File: src/rtl/i2cee_pkg.sv
package i2cee_pkg;

   // item kinds carried on req_tuser
   localparam logic [1:0] ACT_TICK  = 2'd0;
   localparam logic [1:0] ACT_PUSH  = 2'd1;
   localparam logic [1:0] ACT_WRITE = 2'd2;
   localparam logic [1:0] ACT_READ  = 2'd3;

   // completion codes
   localparam logic [1:0] ST_OK     = 2'd0;
   localparam logic [1:0] ST_NACK   = 2'd1;
   localparam logic [1:0] ST_REJECT = 2'd2;

   // configuration register indexes
   localparam logic CSR_BOUNDARY = 1'b0;
   localparam logic CSR_OVERRIDE = 1'b1;

   // upper nibble of the device select byte
   localparam logic [3:0] CTRL_HI = 4'hA;

   localparam int CNT_W  = 16;
   localparam int BND_W  = 12;
   localparam int ADDR_W = 11;

   typedef struct packed {
      logic       scl;
      logic       sda_release;
      logic       read_valid;
      logic [7:0] read_byte;
      logic       read_last;
      logic       done_res;
      logic [1:0] status;
      logic       busy_res;
   } result_type;

endpackage

File: src/rtl/i2cee_store.sv
module i2cee_store #(
   parameter int WRITE_DEPTH = 16,
   parameter int IDX_W = 4
) (
   input  logic             clock,
   input  logic             wr_en,
   input  logic [IDX_W-1:0] wr_idx,
   input  logic [7:0]       wr_data,
   input  logic [IDX_W-1:0] rd_idx,
   output logic [7:0]       rd_data
);

   logic [7:0] mem_ff [WRITE_DEPTH];
   logic [7:0] rd_data_ff;

   // write buffer; read port is registered and follows the send pointer
   always_ff @(posedge clock) begin
      if (wr_en) begin
         mem_ff[wr_idx] <= wr_data;
      end
      rd_data_ff <= mem_ff[rd_idx];
   end

   assign rd_data = rd_data_ff;

endmodule

File: src/rtl/i2cee_seq.sv
module i2cee_seq import i2cee_pkg::*; #(
   parameter int WRITE_DEPTH = 16,
   parameter int ADDR_BITS = 11,
   parameter int FILL_W = 5,
   parameter int IDX_W = 4
) (
   input  logic                 clock,
   input  logic                 reset,
   input  logic                 step,
   input  logic [1:0]           action,
   input  logic [ADDR_BITS-1:0] address,
   input  logic [CNT_W-1:0]     count,
   input  logic                 sda_in,
   input  logic [BND_W-1:0]     protect_boundary,
   input  logic                 protect_override,
   input  logic [7:0]           store_rd_data,
   output logic                 store_wr_en,
   output logic [IDX_W-1:0]     store_wr_idx,
   output logic [IDX_W-1:0]     store_rd_idx,
   output result_type           result
);

   localparam logic [3:0] PH_IDLE      = 4'd0;
   localparam logic [3:0] PH_START     = 4'd1;
   localparam logic [3:0] PH_CTRL      = 4'd2;
   localparam logic [3:0] PH_CTRL_ACK  = 4'd3;
   localparam logic [3:0] PH_ADDR      = 4'd4;
   localparam logic [3:0] PH_ADDR_ACK  = 4'd5;
   localparam logic [3:0] PH_DATA      = 4'd6;
   localparam logic [3:0] PH_DATA_ACK  = 4'd7;
   localparam logic [3:0] PH_RSTART    = 4'd8;
   localparam logic [3:0] PH_RCTRL     = 4'd9;
   localparam logic [3:0] PH_RCTRL_ACK = 4'd10;
   localparam logic [3:0] PH_RDATA     = 4'd11;
   localparam logic [3:0] PH_RACK      = 4'd12;
   localparam logic [3:0] PH_STOP_OK   = 4'd13;
   localparam logic [3:0] PH_STOP_NACK = 4'd14;

   logic [3:0]           phase_ff, phase_in;
   logic [1:0]           tick_ff, tick_in;
   logic [2:0]           bit_ff, bit_in;
   logic [7:0]           shift_ff, shift_in;
   logic [CNT_W-1:0]     left_ff, left_in;
   logic [ADDR_BITS-1:0] target_ff, target_in;
   logic                 is_read_ff, is_read_in;
   logic [FILL_W-1:0]    fill_ff, fill_in;
   logic [FILL_W-1:0]    send_ff, send_in;
   logic                 scl_ff, scl_in;
   logic                 sda_ff, sda_in_nx;

   logic                 busy;
   logic                 last_tick;
   logic                 reject_wr;
   logic [ADDR_W-1:0]    target_wide;
   logic                 rv, rl, done;
   logic [7:0]           rb;
   logic [1:0]           st;

   assign busy        = (phase_ff != PH_IDLE);
   assign last_tick   = (tick_ff == 2'd3);
   assign target_wide = ADDR_W'(target_ff);
   assign reject_wr   = ((BND_W'(address) >= protect_boundary) && !protect_override) ||
                        (count == '0) || (count > CNT_W'(WRITE_DEPTH));

   always_comb begin
      phase_in   = phase_ff;
      tick_in    = tick_ff;
      bit_in     = bit_ff;
      shift_in   = shift_ff;
      left_in    = left_ff;
      target_in  = target_ff;
      is_read_in = is_read_ff;
      fill_in    = fill_ff;
      send_in    = send_ff;
      scl_in     = scl_ff;
      sda_in_nx  = sda_ff;
      store_wr_en = 1'b0;
      rv   = 1'b0;
      rb   = '0;
      rl   = 1'b0;
      done = 1'b0;
      st   = ST_OK;

      if (step) begin
         case (action)
            ACT_PUSH: begin
               if (!busy && (fill_ff < FILL_W'(WRITE_DEPTH))) begin
                  store_wr_en = 1'b1;
                  fill_in     = fill_ff + 1'b1;
               end
            end
            ACT_WRITE, ACT_READ: begin
               if (!busy) begin
                  if ((action == ACT_WRITE && reject_wr) ||
                      (action == ACT_READ && count == '0)) begin
                     done = 1'b1;
                     st   = ST_REJECT;
                     if (action == ACT_WRITE) begin
                        fill_in = '0;
                     end
                  end else begin
                     target_in  = address;
                     is_read_in = (action == ACT_READ);
                     left_in    = count;
                     send_in    = '0;
                     bit_in     = '0;
                     tick_in    = '0;
                     shift_in   = '0;
                     phase_in   = PH_START;
                  end
               end
            end
            default: begin
               if (busy) begin
                  scl_in    = (tick_ff < 2'd2);
                  sda_in_nx = 1'b1;
                  case (phase_ff)
                     PH_START, PH_RSTART: begin
                        sda_in_nx = (tick_ff == 2'd0);
                        if (last_tick) begin
                           shift_in = {CTRL_HI, target_wide[10:8], phase_ff == PH_RSTART};
                           phase_in = (phase_ff == PH_RSTART) ? PH_RCTRL : PH_CTRL;
                           bit_in   = '0;
                        end
                     end
                     PH_CTRL, PH_ADDR, PH_DATA, PH_RCTRL: begin
                        sda_in_nx = shift_ff[7];
                        if (last_tick) begin
                           shift_in = {shift_ff[6:0], 1'b0};
                           if (bit_ff == 3'd7) begin
                              bit_in   = '0;
                              phase_in = phase_ff + 4'd1;
                           end else begin
                              bit_in = bit_ff + 3'd1;
                           end
                        end
                     end
                     PH_CTRL_ACK, PH_ADDR_ACK, PH_DATA_ACK, PH_RCTRL_ACK: begin
                        // acknowledge sampled in the first unit
                        if (tick_ff == 2'd0) begin
                           shift_in = {7'd0, sda_in};
                        end
                        if (last_tick) begin
                           bit_in = '0;
                           if (shift_ff[0]) begin
                              phase_in = PH_STOP_NACK;
                           end else if (phase_ff == PH_CTRL_ACK) begin
                              shift_in = target_wide[7:0];
                              phase_in = PH_ADDR;
                           end else if (phase_ff == PH_ADDR_ACK) begin
                              if (is_read_ff) begin
                                 phase_in = PH_RSTART;
                              end else begin
                                 shift_in = store_rd_data;
                                 send_in  = send_ff + 1'b1;
                                 phase_in = PH_DATA;
                              end
                           end else if (phase_ff == PH_DATA_ACK) begin
                              left_in = left_ff - 1'b1;
                              if (left_ff == CNT_W'(1)) begin
                                 phase_in = PH_STOP_OK;
                              end else begin
                                 shift_in = store_rd_data;
                                 send_in  = send_ff + 1'b1;
                                 phase_in = PH_DATA;
                              end
                           end else begin
                              shift_in = '0;
                              phase_in = PH_RDATA;
                           end
                        end
                     end
                     PH_RDATA: begin
                        if (tick_ff == 2'd0) begin
                           shift_in = {shift_ff[6:0], sda_in};
                           if (bit_ff == 3'd7) begin
                              rv = 1'b1;
                              rb = {shift_ff[6:0], sda_in};
                              rl = (left_ff <= CNT_W'(1));
                           end
                        end
                        if (last_tick) begin
                           if (bit_ff == 3'd7) begin
                              bit_in   = '0;
                              phase_in = PH_RACK;
                           end else begin
                              bit_in = bit_ff + 3'd1;
                           end
                        end
                     end
                     PH_RACK: begin
                        // nack on the final byte
                        sda_in_nx = (left_ff <= CNT_W'(1));
                        if (last_tick) begin
                           if (left_ff <= CNT_W'(1)) begin
                              phase_in = PH_STOP_OK;
                           end else begin
                              left_in  = left_ff - 1'b1;
                              shift_in = '0;
                              bit_in   = '0;
                              phase_in = PH_RDATA;
                           end
                        end
                     end
                     default: begin
                        scl_in    = 1'b1;
                        sda_in_nx = (tick_ff != 2'd0);
                        if (last_tick) begin
                           done = 1'b1;
                           st   = (phase_ff == PH_STOP_NACK) ? ST_NACK : ST_OK;
                           if (!is_read_ff) begin
                              fill_in = '0;
                           end
                           left_in  = '0;
                           phase_in = PH_IDLE;
                        end
                     end
                  endcase
                  tick_in = last_tick ? 2'd0 : tick_ff + 2'd1;
               end
            end
         endcase
      end

      result.scl         = scl_in;
      result.sda_release = sda_in_nx;
      result.read_valid  = rv;
      result.read_byte   = rb;
      result.read_last   = rl;
      result.done_res    = done;
      result.status      = st;
      result.busy_res    = (phase_in != PH_IDLE);
   end

   assign store_wr_idx = fill_ff[IDX_W-1:0];
   assign store_rd_idx = send_ff[IDX_W-1:0];

   always_ff @(posedge clock) begin
      if (reset) begin
         phase_ff   <= PH_IDLE;
         tick_ff    <= '0;
         bit_ff     <= '0;
         shift_ff   <= '0;
         left_ff    <= '0;
         target_ff  <= '0;
         is_read_ff <= 1'b0;
         fill_ff    <= '0;
         send_ff    <= '0;
         scl_ff     <= 1'b1;
         sda_ff     <= 1'b1;
      end else begin
         phase_ff   <= phase_in;
         tick_ff    <= tick_in;
         bit_ff     <= bit_in;
         shift_ff   <= shift_in;
         left_ff    <= left_in;
         target_ff  <= target_in;
         is_read_ff <= is_read_in;
         fill_ff    <= fill_in;
         send_ff    <= send_in;
         scl_ff     <= scl_in;
         sda_ff     <= sda_in_nx;
      end
   end

endmodule

File: src/rtl/i2c_eeprom_master_core.sv
// a req item passes through the input register and then the result register before its rsp item is valid
// throughput: one item per cycle while rsp_tready is not held low; every item gives exactly one rsp item
// each tick item advances the bus sequencer by one 5 us unit, so a bus bit spans four ticks
// reset (synchronous, active high) idles the sequencer, releases scl and sda, empties the
// write buffer, sets protect_boundary to 2048 and clears protect_override
module i2c_eeprom_master_core import i2cee_pkg::*; #(
   parameter int WRITE_DEPTH = 16,
   parameter int ADDR_BITS = 11
) (
   input  logic                   clock,
   input  logic                   reset,
   // request channel
   input  logic                   req_tvalid,
   output logic                   req_tready,
   // address, count, data_byte, sda_in, zero pad
   input  logic [((ADDR_BITS + CNT_W + 9 + 7) / 8) * 8 - 1:0] req_tdata,
   // action
   input  logic [1:0]             req_tuser,
   // result channel
   output logic                   rsp_tvalid,
   input  logic                   rsp_tready,
   // scl, sda_release, read_valid, read_byte, done_res, status, busy_res, zero pad
   output logic [15:0]            rsp_tdata,
   // read_last
   output logic                   rsp_tlast,
   // configuration write channel
   input  logic                   csr_valid,
   output logic                   csr_ready,
   input  logic                   csr_index,
   input  logic [BND_W-1:0]       csr_data
);

   localparam int FILL_W      = $clog2(WRITE_DEPTH + 1);
   localparam int IDX_W       = (WRITE_DEPTH > 1) ? $clog2(WRITE_DEPTH) : 1;

   // input register
   logic                 in_valid_ff, in_valid_in;
   logic [1:0]           action_ff;
   logic [ADDR_BITS-1:0] address_ff;
   logic [CNT_W-1:0]     count_ff;
   logic [7:0]           data_byte_ff;
   logic                 sda_in_ff;

   // result register
   logic                 out_valid_ff, out_valid_in;
   result_type           result_ff;
   result_type           result;

   // configuration registers
   logic [BND_W-1:0]     boundary_ff;
   logic                 override_ff;

   logic                 step;
   logic                 req_take;
   logic                 store_wr_en;
   logic [IDX_W-1:0]     store_wr_idx;
   logic [IDX_W-1:0]     store_rd_idx;
   logic [7:0]           store_rd_data;

   // the held item is processed whenever the result register is free or being drained
   assign step         = in_valid_ff && (!out_valid_ff || rsp_tready);
   assign req_tready   = !in_valid_ff || step;
   assign req_take     = req_tvalid && req_tready;
   assign in_valid_in  = req_take || (in_valid_ff && !step);
   assign out_valid_in = step || (out_valid_ff && !rsp_tready);

   always_ff @(posedge clock) begin
      if (reset) begin
         in_valid_ff  <= 1'b0;
         out_valid_ff <= 1'b0;
      end else begin
         in_valid_ff  <= in_valid_in;
         out_valid_ff <= out_valid_in;
      end
   end

   // payload registers
   always_ff @(posedge clock) begin
      if (req_take) begin
         action_ff    <= req_tuser;
         address_ff   <= req_tdata[ADDR_BITS-1:0];
         count_ff     <= req_tdata[ADDR_BITS+CNT_W-1:ADDR_BITS];
         data_byte_ff <= req_tdata[ADDR_BITS+CNT_W+7:ADDR_BITS+CNT_W];
         sda_in_ff    <= req_tdata[ADDR_BITS+CNT_W+8];
      end
      if (step) begin
         result_ff <= result;
      end
   end

   // configuration port never stalls
   assign csr_ready = 1'b1;

   always_ff @(posedge clock) begin
      if (reset) begin
         boundary_ff <= BND_W'(2048);
         override_ff <= 1'b0;
      end else if (csr_valid) begin
         case (csr_index)
            CSR_BOUNDARY: boundary_ff <= csr_data;
            CSR_OVERRIDE: override_ff <= csr_data[0];
            default: ;
         endcase
      end
   end

   i2cee_store #(
      .WRITE_DEPTH(WRITE_DEPTH),
      .IDX_W(IDX_W)
   ) u_store (
      .clock   (clock),
      .wr_en   (store_wr_en),
      .wr_idx  (store_wr_idx),
      .wr_data (data_byte_ff),
      .rd_idx  (store_rd_idx),
      .rd_data (store_rd_data)
   );

   i2cee_seq #(
      .WRITE_DEPTH(WRITE_DEPTH),
      .ADDR_BITS(ADDR_BITS),
      .FILL_W(FILL_W),
      .IDX_W(IDX_W)
   ) u_seq (
      .clock            (clock),
      .reset            (reset),
      .step             (step),
      .action           (action_ff),
      .address          (address_ff),
      .count            (count_ff),
      .sda_in           (sda_in_ff),
      .protect_boundary (boundary_ff),
      .protect_override (override_ff),
      .store_rd_data    (store_rd_data),
      .store_wr_en      (store_wr_en),
      .store_wr_idx     (store_wr_idx),
      .store_rd_idx     (store_rd_idx),
      .result           (result)
   );

   assign rsp_tvalid = out_valid_ff;
   assign rsp_tdata  = {1'b0, result_ff.busy_res, result_ff.status, result_ff.done_res,
                        result_ff.read_byte, result_ff.read_valid, result_ff.sda_release,
                        result_ff.scl};
   assign rsp_tlast  = result_ff.read_last;

endmodule
File: config.mk
export PLATFORM = sky130hd
export DESIGN_NAME = i2c_eeprom_master_core
export DESIGN_NICKNAME = d
export VERILOG_FILES = /design/src/rtl/i2cee_pkg.sv /design/src/rtl/i2cee_store.sv /design/src/rtl/i2cee_seq.sv /design/src/rtl/i2c_eeprom_master_core.sv
export SDC_FILE = /design/constraint.sdc
export NUM_CORES = 1
export LEC_CHECK = 0
export BUFFER_PORTS_ARGS = -buffer_cell sky130_fd_sc_hd__clkbuf_2
export CAP_MARGIN = 20
export CORE_ASPECT_RATIO = 0.7
export CORE_MARGIN = 8
export CORE_UTILIZATION = 65
export CTS_BUF_LIST = sky130_fd_sc_hd__clkbuf_8
export CTS_CLUSTER_DIAMETER = 100
export CTS_CLUSTER_SIZE = 28
export DETAILED_ROUTE_END_ITERATION = 12
export GPL_TIMING_DRIVEN = 0
export PLACE_DENSITY = 0.86
export SLEW_MARGIN = 20
export SYNTH_ARGS = -nofsm -noshare
export SYNTH_HDL_FRONTEND = slang
export SYNTH_SLANG_ARGS = --single-unit
File: constraint.sdc
create_clock -name clock -period 7 [get_ports clock]
set_input_delay 1.05 -clock clock [delete_from_list [all_inputs] [get_ports clock]]
set_output_delay 1.05 -clock clock [all_outputs]
set_load 0.01 [all_outputs]
==> results of run 1 <==
==> state kept, by name (all words and copies together) (netlist names), 5 cells and up <==
register	flops
rsp_tdata	15
u_seq.target_ff	11
u_seq.shift_ff	8
count_ff	16
u_store.mem_ff	128
boundary_ff	12
u_store.rd_data	8
u_seq.left_ff	16
data_byte_ff	8
u_seq.fill_ff	5
address_ff	11
==> path summary, 6_finish.rpt <==
check	depth (start not counted)	to	slack, ps
max	9	u_store.mem_ff[12][6]$_DFFE_PP_	3520
min reg2reg	2	boundary_ff[9]$_SDFFE_PP0P_	470
max reg2reg	9	u_store.mem_ff[12][6]$_DFFE_PP_	3520
min	2	boundary_ff[9]$_SDFFE_PP0P_	470
==> layer usage <==
| layer | wire [µm] | up-vias | share of wire |
|---|---|---|---|
| li1 | - | 3628 | - |
| met1 | 12000 | 4069 | 0.40 |
| met2 | 12800 | 673 | 0.43 |
| met3 | 4310 | 91 | 0.14 |
| met4 | 797 | 0 | 0.027 |
| met5 | 0 | - | 0 |
==> worst register-to-register path: cells and delay by family, from the launching register on <==
| kind | cells | cell delay [ps] |
|---|---|---|
| simple gates | 5 | 1750 |
| buf+inv | 3 | 580 |
| flops | 1 | 400 |
| fa+ha+maj | 1 | 370 |
==> layout by cell type (no fill, tap or decap), types with 18 or more instances in the layout <==
cell type / count
nor2_1: 76
clkbuf_1: 27
dfxtp_1: 79
a21oi_1: 55
mux2i_1: 18
inv_1: 40
ha_1: 27
mux4_2: 40
nand2_1: 58
nand2b_1: 20
nor3_1: 23
o21ai_0: 28
edfxtp_1: 182
nand3_1: 18
clkbuf_2: 74
==> cell families (layout without fill, tap and decap cells) <==
group,count (synthesis),count (layout),synth area share
buffers and inverters,85,182,0.0309
AND/OR/NAND/NOR,278,278,0.123
AO/OA/AOI/OAI,184,184,0.108
flip-flops,261,261,0.609
multiplexers,59,59,0.0944
other,2,2,0.000649
XOR/XNOR,6,6,0.00454
adder cells (fa/ha/maj),27,27,0.0292
==> cell type report <==
| type | count | area [µm²] |
|---|---|---|
| Clock buffer | 13 | 179 |
| Multi-Input combinational cell | 556 | 4200 |
| Fill cell | 1173 | 4800 |
| Timing Repair Buffer | 75 | 390 |
| Tap cell | 231 | 289 |
| Buffer | 52 | 234 |
| Clock inverter | 9 | 53.8 |
| Inverter | 33 | 124 |
| Sequential cell | 261 | 7050 |
==> power breakdown <==
| part | total (mW) | switching, mW | internal (mW) | leakage [nW] |
|---|---|---|---|---|
| Sequential | 1.71 | 0.0311 | 1.68 | 2.30 |
| Clock | 0.639 | 0.453 | 0.186 | 0.141 |
| Combinational | 0.157 | 0.0972 | 0.0594 | 1.85 |
| Total | 2.51 | 0.581 | 1.92 | 4.29 |
==> run_results.csv, run 1 <==
group,metric,value,unit
timing,tns,0,ps
global_route,grt_overflow,0,
critical_path,crit_buf_inv,3,
layout,finish.utilization,0.723,
critical_path,crit_chain,"inv_1 -> ha_1 -> buf_2 -> or3b_1 -> nor2_1 -> and3_1 -> buf_2 -> nand2_1 -> nor2_1",
critical_path,worst_path_dominant_cell_family,"simple AND/OR/NAND/NOR gates",
placed_design,hpwl,21900,µm
timing,fin_crit,3480,ps
cts,clk-insertion-delay-late,560,ps
logic_synthesis,synth_area_leaders,"edfxtp_1, dfxtp_1, mux4_2",
floorplan,rows,40,
cts,cts_max_level,1,
power,vdd_drop_max,0.000216,V
flow_run,cap_violations,0,
logic_synthesis,synth_top_cells_by_count,"edfxtp_1, dfxtp_1, nor2_1, nand2_1, a21oi_1",
critical_path,r2r_start,"u_seq.phase_ff[1]$_SDFF_PP0_",
logic_synthesis,yosysMostFrequentCell,"edfxtp_1",
critical_path,critical_path_class,"flop to flop",
global_route,antenna_found_initial,0,
logic_synthesis,synthesis.area,11600,µm²
placed_design,placed_area,12300,µm²
logic_synthesis,synthCells,902,
floorplan,die_area,22400,µm²
placed_design,routabilityCongestion,0.972,
cts,cts_buffers,13,
critical_path,critPathSlowestCell,"nor2_1",
timing,hold_slack,468,ps
placed_design,dp.cells,1207,
critical_path,critPathMaxFanout,10,
critical_path,crit_path_end_kind,"flop",
timing,finalCritPeriodShare,0.498,
routing,dr.pass1.iters,7,
cts,cts_resized,0,
logic_synthesis,synthFlopType,"edfxtp_1",
critical_path,required,7160,ps
global_route,grt_usage,0.265,
floorplan,die_height,128,µm
timing,slew_violations,0,
routing,drt_wl_total,29900,µm
global_route,grt_max_degree,30,
timing,fmax,287,MHz
logic_synthesis,yosys_warnings,0,
timing,rsz0062_at_grt,"false",
critical_path,worstSetupStartpoint,"u_seq.phase_ff[1]$_SDFF_PP0_",
layout,final_cell_count_no_fill,1230,
critical_path,max_stage_delay,740,ps
cts,cts_root_buf,"clkbuf_8",
timing,worstMarginPinSlew,956,ps
routing,ant_nets,0,
logic_synthesis,synth_top_area_frac,0.472,
critical_path,startpoint_type,"flop",
logic_synthesis,synth_edf_count,182,
power,power,2.51,mW
cts,clk_pin_slew,170,ps
logic_synthesis,avgSynthCellArea,12.8,µm²
routing,drtIter0Drc,1489,
min_path,worstHoldPathType,"flop to flop",
cts,cts_setup_buffers,0,
timing,timing.final.ws_setup,3520,ps
global_route,use_met3,0.0753,
placed_design,dp_slack,3000,ps
layout,drive_above_1_share,0.171,
cts,cts.sinks,261,
routing,num_vias,8461,
timing,timing.final.hold_violations,0,
logic_synthesis,synth_top_cell_by_area,"edfxtp_1",
floorplan,start_util,0.668,
placed_design,port_buffers,73,
global_route,grt_pass1_wl,46200,µm
global_route,grt_pass1_vias,8158,
logic_synthesis,syn_nets,989,
logic_synthesis,ys_seq_area_frac,0.609,
floorplan,coreArea,17300,µm²
power,cellPowerDensity,200,nW/µm²
logic_synthesis,ys_ff_latch,261,
floorplan,fp.dieW,175,µm
power,leakage,4.29,nW
critical_path,crit_arrival,3650,ps
routing,wl_per_cell,24.3,µm
min_path,hp-start,"boundary_ff[9]$_SDFFE_PP0P_",
logic_synthesis,async_flop_share,0,
routing,routed_via_density,6.88,
cts,ctsHoldBuffers,0,
timing,maxSlewHeadroom,0.363,
timing,skew,38.3,ps
global_route,met1_usage,0.385,
floorplan,io-pin-count,80,
layout,finish.instance_area,12500,µm²
outcome,outcome,"complete, no violations",
cts,clockBufferDepth,3,
cts,cts_tree,"built",
layout,diodes,0,
layout,area_growth,8.14,%
global_route,use_met2,0.384,
layout,nNetsFinal,1079,
routing,drcViolationCount,0,
global_route,grt.busiest_layer,"met1",
logic_synthesis,ys_types,77,
timing,finalSetupViolCount,0,
No activity file was read; power rests on OpenSTA's default activity.
==> run 2: changes to the inputs <==
- CORE_UTILIZATION: 65 -> 57
- PLACE_DENSITY: 0.86 -> 0.8
- clock period: 7 -> 3.2 ns (I/O delays scaled with it)
==> run 2 against run 1 <==
Register-to-register slack worse by 3500 ps. Global-route usage is 4.7 points lower. Clock skew is 2.2 ps lower. Worst setup slack worse by 3500 ps. Power is 120% higher. Clock power is 120% higher. Worst hold slack worse by 380 ps. Highest routed layer unchanged. Combinational power is 120% higher. Die area is 12% higher. Routed wire length is 4.7% lower. Sequential cell count stayed put. Maximum frequency is 9.3% higher.
==> run_results.csv, run 2 (same netlist as run 1, synthesis figures left out) <==
group,metric,value,unit
cts,clk-insertion-delay-late,550,ps
layout,drive_above_1_share,0.196,
global_route,grt_usage,0.218,
global_route,grt_max_degree,32,
cts,cts_max_level,1,
layout,area_growth,10.5,%
floorplan,rows,43,
floorplan,coreArea,19900,µm²
routing,dr.pass1.iters,7,
global_route,grt_pass1_wl,43200,µm
routing,drt_wl_total,28500,µm
timing,timing.final.hold_violations,0,
layout,top_regs,"u_store.mem_ff: 128 flops, count_ff: 16 flops, u_seq.left_ff: 16 flops",
cts,cts_buffers,13,
cts,cts.sinks,261,
placed_design,hpwl,20700,µm
critical_path,critPathSlowestCell,"nor2_2",
routing,drcViolationCount,0,
placed_design,placed_area,12300,µm²
global_route,grt_overflow,0,
timing,maxSlewHeadroom,0.279,
layout,nNetsFinal,1087,
min_path,worstHoldPathType,"primary input to flop",
timing,fin_crit,3190,ps
timing,finalCritPeriodShare,0.996,
power,vdd_drop_max,0.000383,V
routing,num_vias,8117,
timing,slew_violations,0,
critical_path,crit_top_cell,"buf_2",
placed_design,routabilityCongestion,0.972,
critical_path,critical_path_class,"flop to flop",
cts,cts_root_buf,"clkbuf_8",
floorplan,start_util,0.583,
floorplan,die_height,135,µm
layout,diodes,0,
routing,routed_via_density,6.36,
floorplan,io-pin-count,80,
placed_design,port_buffers,73,
layout,finish.instance_area,12800,µm²
layout,mostFrequentLayoutCells,"edfxtp_1, dfxtp_1, clkbuf_2, nor2_1, nand2_1",
routing,wl_per_cell,22.3,µm
layout,final_cell_count_no_fill,1277,
cts,ctsHoldBuffers,0,
timing,skew,36.1,ps
critical_path,critPathMaxFanout,10,
timing,fmax,314,MHz
global_route,grt_pass1_vias,7516,
layout,largest_reg_flops,128,
global_route,met1_usage,0.333,
layout,n_fill_cell,1463,
global_route,antenna_found_initial,0,
critical_path,crit_arrival,3380,ps
flow_run,cap_violations,0,
critical_path,startpoint_type,"flop",
layout,final_common_cell,"edfxtp_1",
timing,tns,0,ps
global_route,use_met2,0.303,
critical_path,required,3390,ps
outcome,outcome,"complete, no violations",
timing,timing.final.ws_setup,12.4,ps
timing,rsz0062_at_grt,"true",
layout,regMostFlops,"u_store.mem_ff",
critical_path,worst_path_dominant_cell_family,"simple AND/OR/NAND/NOR gates",
cts,clk_pin_slew,160,ps
floorplan,die_area,25200,µm²
power,leakage,4.32,nW
placed_design,dp.cells,1247,
global_route,use_met3,0.0633,
critical_path,max_stage_delay,500,ps
global_route,grt.busiest_layer,"met1",
timing,worstMarginPinSlew,1070,ps
routing,drtIter0Drc,1035,
critical_path,crit_buf_inv,3,
timing,finalSetupViolCount,0,
critical_path,crit_path_end_kind,"flop",
cts,clockBufferDepth,3,
cts,cts_tree,"built",
power,cellPowerDensity,428,nW/µm²
routing,ant_nets,0,
placed_design,dp_slack,-249,ps
floorplan,fp.dieW,186,µm
critical_path,crit_chain,"inv_1 -> ha_2 -> buf_2 -> or3b_1 -> nor2_1 -> and3_1 -> buf_2 -> nand2_1 -> nor2_2",
## run 2: cell count changes in the layout (fill, tap and decap cells not counted), moves of 2 or more
cell    before  now
buf_12       1    3
buf_4        2    9
nor2_4       0    9
nor2_2       1    3
nor3_2       5    1
nor3_4       1    5
nor2_1      76   65
## run 2: worst paths after layout
kind	start	endpoint	slack [ps]	cells past startpoint
max	u_seq.phase_ff[1]$_SDFF_PP0_	u_store.mem_ff[4][7]$_DFFE_PP_	10	9
min reg2reg	boundary_ff[9]$_SDFFE_PP0P_	boundary_ff[9]$_SDFFE_PP0P_	470	2
min	req_tdata[7]	address_ff[7]$_DFFE_PP_	80	1
max reg2reg	u_seq.phase_ff[1]$_SDFF_PP0_	u_store.mem_ff[4][7]$_DFFE_PP_	10	9
## run 2: layout make-up
type                       count  area, µm²  area share
buffer                        52        234      0.0183
clock buffer                  13        179      0.0140
clock inverter                 9       53.8     0.00421
inverter                      33        124     0.00969
multi-input combinational    556       4330       0.339
sequential                   261       7050       0.551
tap                          270        338      0.0264
timing repair buffer          83        478      0.0374
## run 2: power by group
group	internal, mW	leakage, nW	switching [mW]
Combinational	0.134	1.88	0.212
Clock	0.408	0.141	0.986
Sequential	3.67	2.30	0.0659
Total	4.21	4.32	1.26
## run 2: repair_timing
action                     in CTS  in global routing
gates resized for setup        17                 16
setup endpoints to repair     126                155
setup buffers                   0                  8
pin swaps                       1                  4
## run 2: through the flow
stage          power, mW   util  hold slack, ps
6_report            5.48  0.644            84.1
5_1_grt             5.64  0.644            49.1
4_1_cts             5.48  0.636            62.9
3_5_place_dp        4.14  0.621             451
3_3_place_gp        4.12  0.618             444
2_1_floorplan       3.99      -             436
## run 2: routing by layer
layer | up-vias | wire length [µm]
li1 | 3644 | -
met1 | 3915 | 12500
met2 | 515 | 11800
met3 | 43 | 3760
met4 | 0 | 457
met5 | - | 0
==> run 3: changes to the inputs <==
- CORE_UTILIZATION: 57 -> 55
- CTS_BUF_LIST: sky130_fd_sc_hd__clkbuf_8 -> sky130_fd_sc_hd__clkbuf_16
- PLACE_DENSITY: 0.8 -> 0.78
==> run 3 against run 2 <==
Sequential cell count stayed put. Worst setup slack better by 18 ps. Critical path depth increased by 1. Global-route usage rose by 0.49 points. First-iteration DRC count up 9.8%. Worst hold slack improved by 65 ps. Cell area increased by 1.4%. Critical endpoint is now rsp_tdata[14]$_DFFE_PP_. Routed wire length is 3.8% higher. Sequential share of layout area decreased by 0.77 points. Maximum frequency up 0.58%. Core utilization is 1.8 points lower. Cell count increased by 0.47%. Largest cell class unchanged.
==> run_results.csv, run 3 (same netlist as run 1, synthesis figures left out) <==
group,metric,value,unit
outcome,outcome,"complete, no violations",
global_route,grt_max_degree,30,
placed_design,routabilityCongestion,0.973,
global_route,antenna_found_initial,0,
critical_path,critPathMaxFanout,10,
routing,wl_per_cell,23.1,µm
placed_design,dp.cells,1253,
layout,mostFrequentLayoutCells,"edfxtp_1, dfxtp_1, clkbuf_2, nor2_1, nand2_1",
layout,finish.utilization,0.626,
critical_path,critPathSlowestCell,"dfxtp_1",
critical_path,startpoint_type,"flop",
timing,fin_crit,3170,ps
floorplan,fp.dieW,189,µm
floorplan,coreArea,20700,µm²
layout,nNetsFinal,1087,
routing,drtIter0Drc,1136,
layout,n_fill_cell,1578,
critical_path,crit_arrival,3410,ps
global_route,grt_pass1_vias,7685,
layout,final_cell_count_no_fill,1283,
routing,routed_via_density,6.37,
routing,dr.pass1.iters,8,
timing,fmax,316,MHz
floorplan,rows,44,
min_path,worstHoldPathType,"primary input to flop",
floorplan,start_util,0.559,
global_route,grt_usage,0.223,
routing,drt_wl_total,29600,µm
layout,drive_above_1_share,0.199,
floorplan,io-pin-count,80,
critical_path,crit_chain,"inv_1 -> ha_4 -> buf_2 -> or3b_1 -> nand2_1 -> nor2_1 -> nand4_1 -> a41oi_1 -> o21a_1 -> nand4_1",
timing,maxSlewHeadroom,0.369,
critical_path,required,3440,ps
cts,cts_tree,"built",
routing,num_vias,8169,
cts,clk-insertion-delay-late,500,ps
placed_design,port_buffers,73,
floorplan,die_area,26000,µm²
timing,worstMarginPinSlew,946,ps
layout,regMostFlops,"u_store.mem_ff",
critical_path,critical_path_class,"flop to flop",
timing,finalSetupViolCount,0,
critical_path,max_stage_delay,480,ps
power,cellPowerDensity,457,nW/µm²
timing,rsz0062_at_grt,"true",
cts,clockBufferDepth,3,
cts,cts_max_level,1,
layout,multiInputGateArea,4330,µm²
critical_path,crit_top_cell,"nand4_1",
cts,cts.sinks,261,
global_route,grt_overflow,0,
cts,cts_buffers,13,
power,leakage,4.41,nW
layout,sequential_cell_area,7050,µm²
cts,clk_pin_slew,120,ps
layout,final_common_cell,"edfxtp_1",
cts,ctsHoldBuffers,0,
cts,cts_root_buf,"clkbuf_16",
power,vdd_drop_max,0.000369,V
timing,hold_slack,149,ps
floorplan,die_height,137,µm
flow_run,cap_violations,0,
timing,slew_violations,0,
timing,timing.final.hold_violations,0,
layout,largest_reg_flops,128,
placed_design,hpwl,21000,µm
timing,finalCritPeriodShare,0.990,
layout,diodes,0,
routing,ant_nets,0,
global_route,grt_pass1_wl,44800,µm
layout,area_growth,12.0,%
timing,skew,29.4,ps
layout,top_regs,"u_store.mem_ff: 128 flops, count_ff: 16 flops, u_seq.left_ff: 16 flops",
routing,drcViolationCount,0,
critical_path,crit_path_end_kind,"flop",
run 3: cell count changes in the layout (fill, tap and decap cells not counted), moves of 2 or more:
cell / previous run / this run
nor2_2: 3 / 7
clkbuf_16: 0 / 13
buf_4: 9 / 7
buf_12: 3 / 5
clkbuf_8: 13 / 0
nor2_4: 9 / 5
run 3: critical path, delay by kind of cell (launching register included):
kind	cells	cell delay, ps
compound gates	2	530
fa+ha+maj	1	240
buf+inv	2	370
flops	1	480
simple gates	5	1270
run 3: stage by stage:
step                area, µm²  total power, mW  setup WS (ps)  TNS, ps
floorplan               11600             3.99            450        0
global placement        12300             4.12           -669   -30050
detailed placement      12300             4.14           -298   -17940
CTS                     12800             5.92           -105    -1980
global route            13000             6.09           -103    -2870
finish                  13000             5.92           30.6        0
run 3: final cells by class:
class | count | area share
Buffer | 52 | 0.0181
Inverter | 33 | 0.00955
Sequential cell | 261 | 0.543
Clock inverter | 9 | 0.00425
Multi-Input combinational cell | 556 | 0.334
Clock buffer | 13 | 0.0251
Tap cell | 276 | 0.0266
Timing Repair Buffer | 83 | 0.0388
run 3: final timing paths:
kind	start	to	slack, ps	cells after the start
worst min register to register	boundary_ff[6]$_SDFFE_PP0P_	boundary_ff[6]$_SDFFE_PP0P_	460	2
worst min-delay path	req_tuser[1]	action_ff[1]$_DFFE_PP_	150	1
worst max register to register	u_seq.phase_ff[1]$_SDFF_PP0_	rsp_tdata[14]$_DFFE_PP_	30	10
worst max-delay path	u_seq.phase_ff[1]$_SDFF_PP0_	rsp_tdata[14]$_DFFE_PP_	30	10
run 3: power by group:
group / leakage [nW] / switching, mW / internal [mW]
registers: 2.30 / 0.0666 / 3.67
logic: 1.89 / 0.212 / 0.135
clock network: 0.212 / 1.06 / 0.773
total: 4.41 / 1.34 / 4.58
run 3: what timing repair did:
item	4_1_cts	5_1_grt
endpoints found under the setup margin	125	154
pin swaps	1	4
buffers inserted	2	6
gates resized for setup	15	17
endpoints found under the hold margin	0	0
run 3: metal layers:
| metal | up-vias | wire, µm | track usage |
|---|---|---|---|
| met5 | - | 0 | 0 |
| met4 | 0 | 554 | 0.0385 |
| met3 | 50 | 3470 | 0.0579 |
| met2 | 503 | 12200 | 0.314 |
| met1 | 3957 | 13300 | 0.343 |
| li1 | 3659 | - | - |
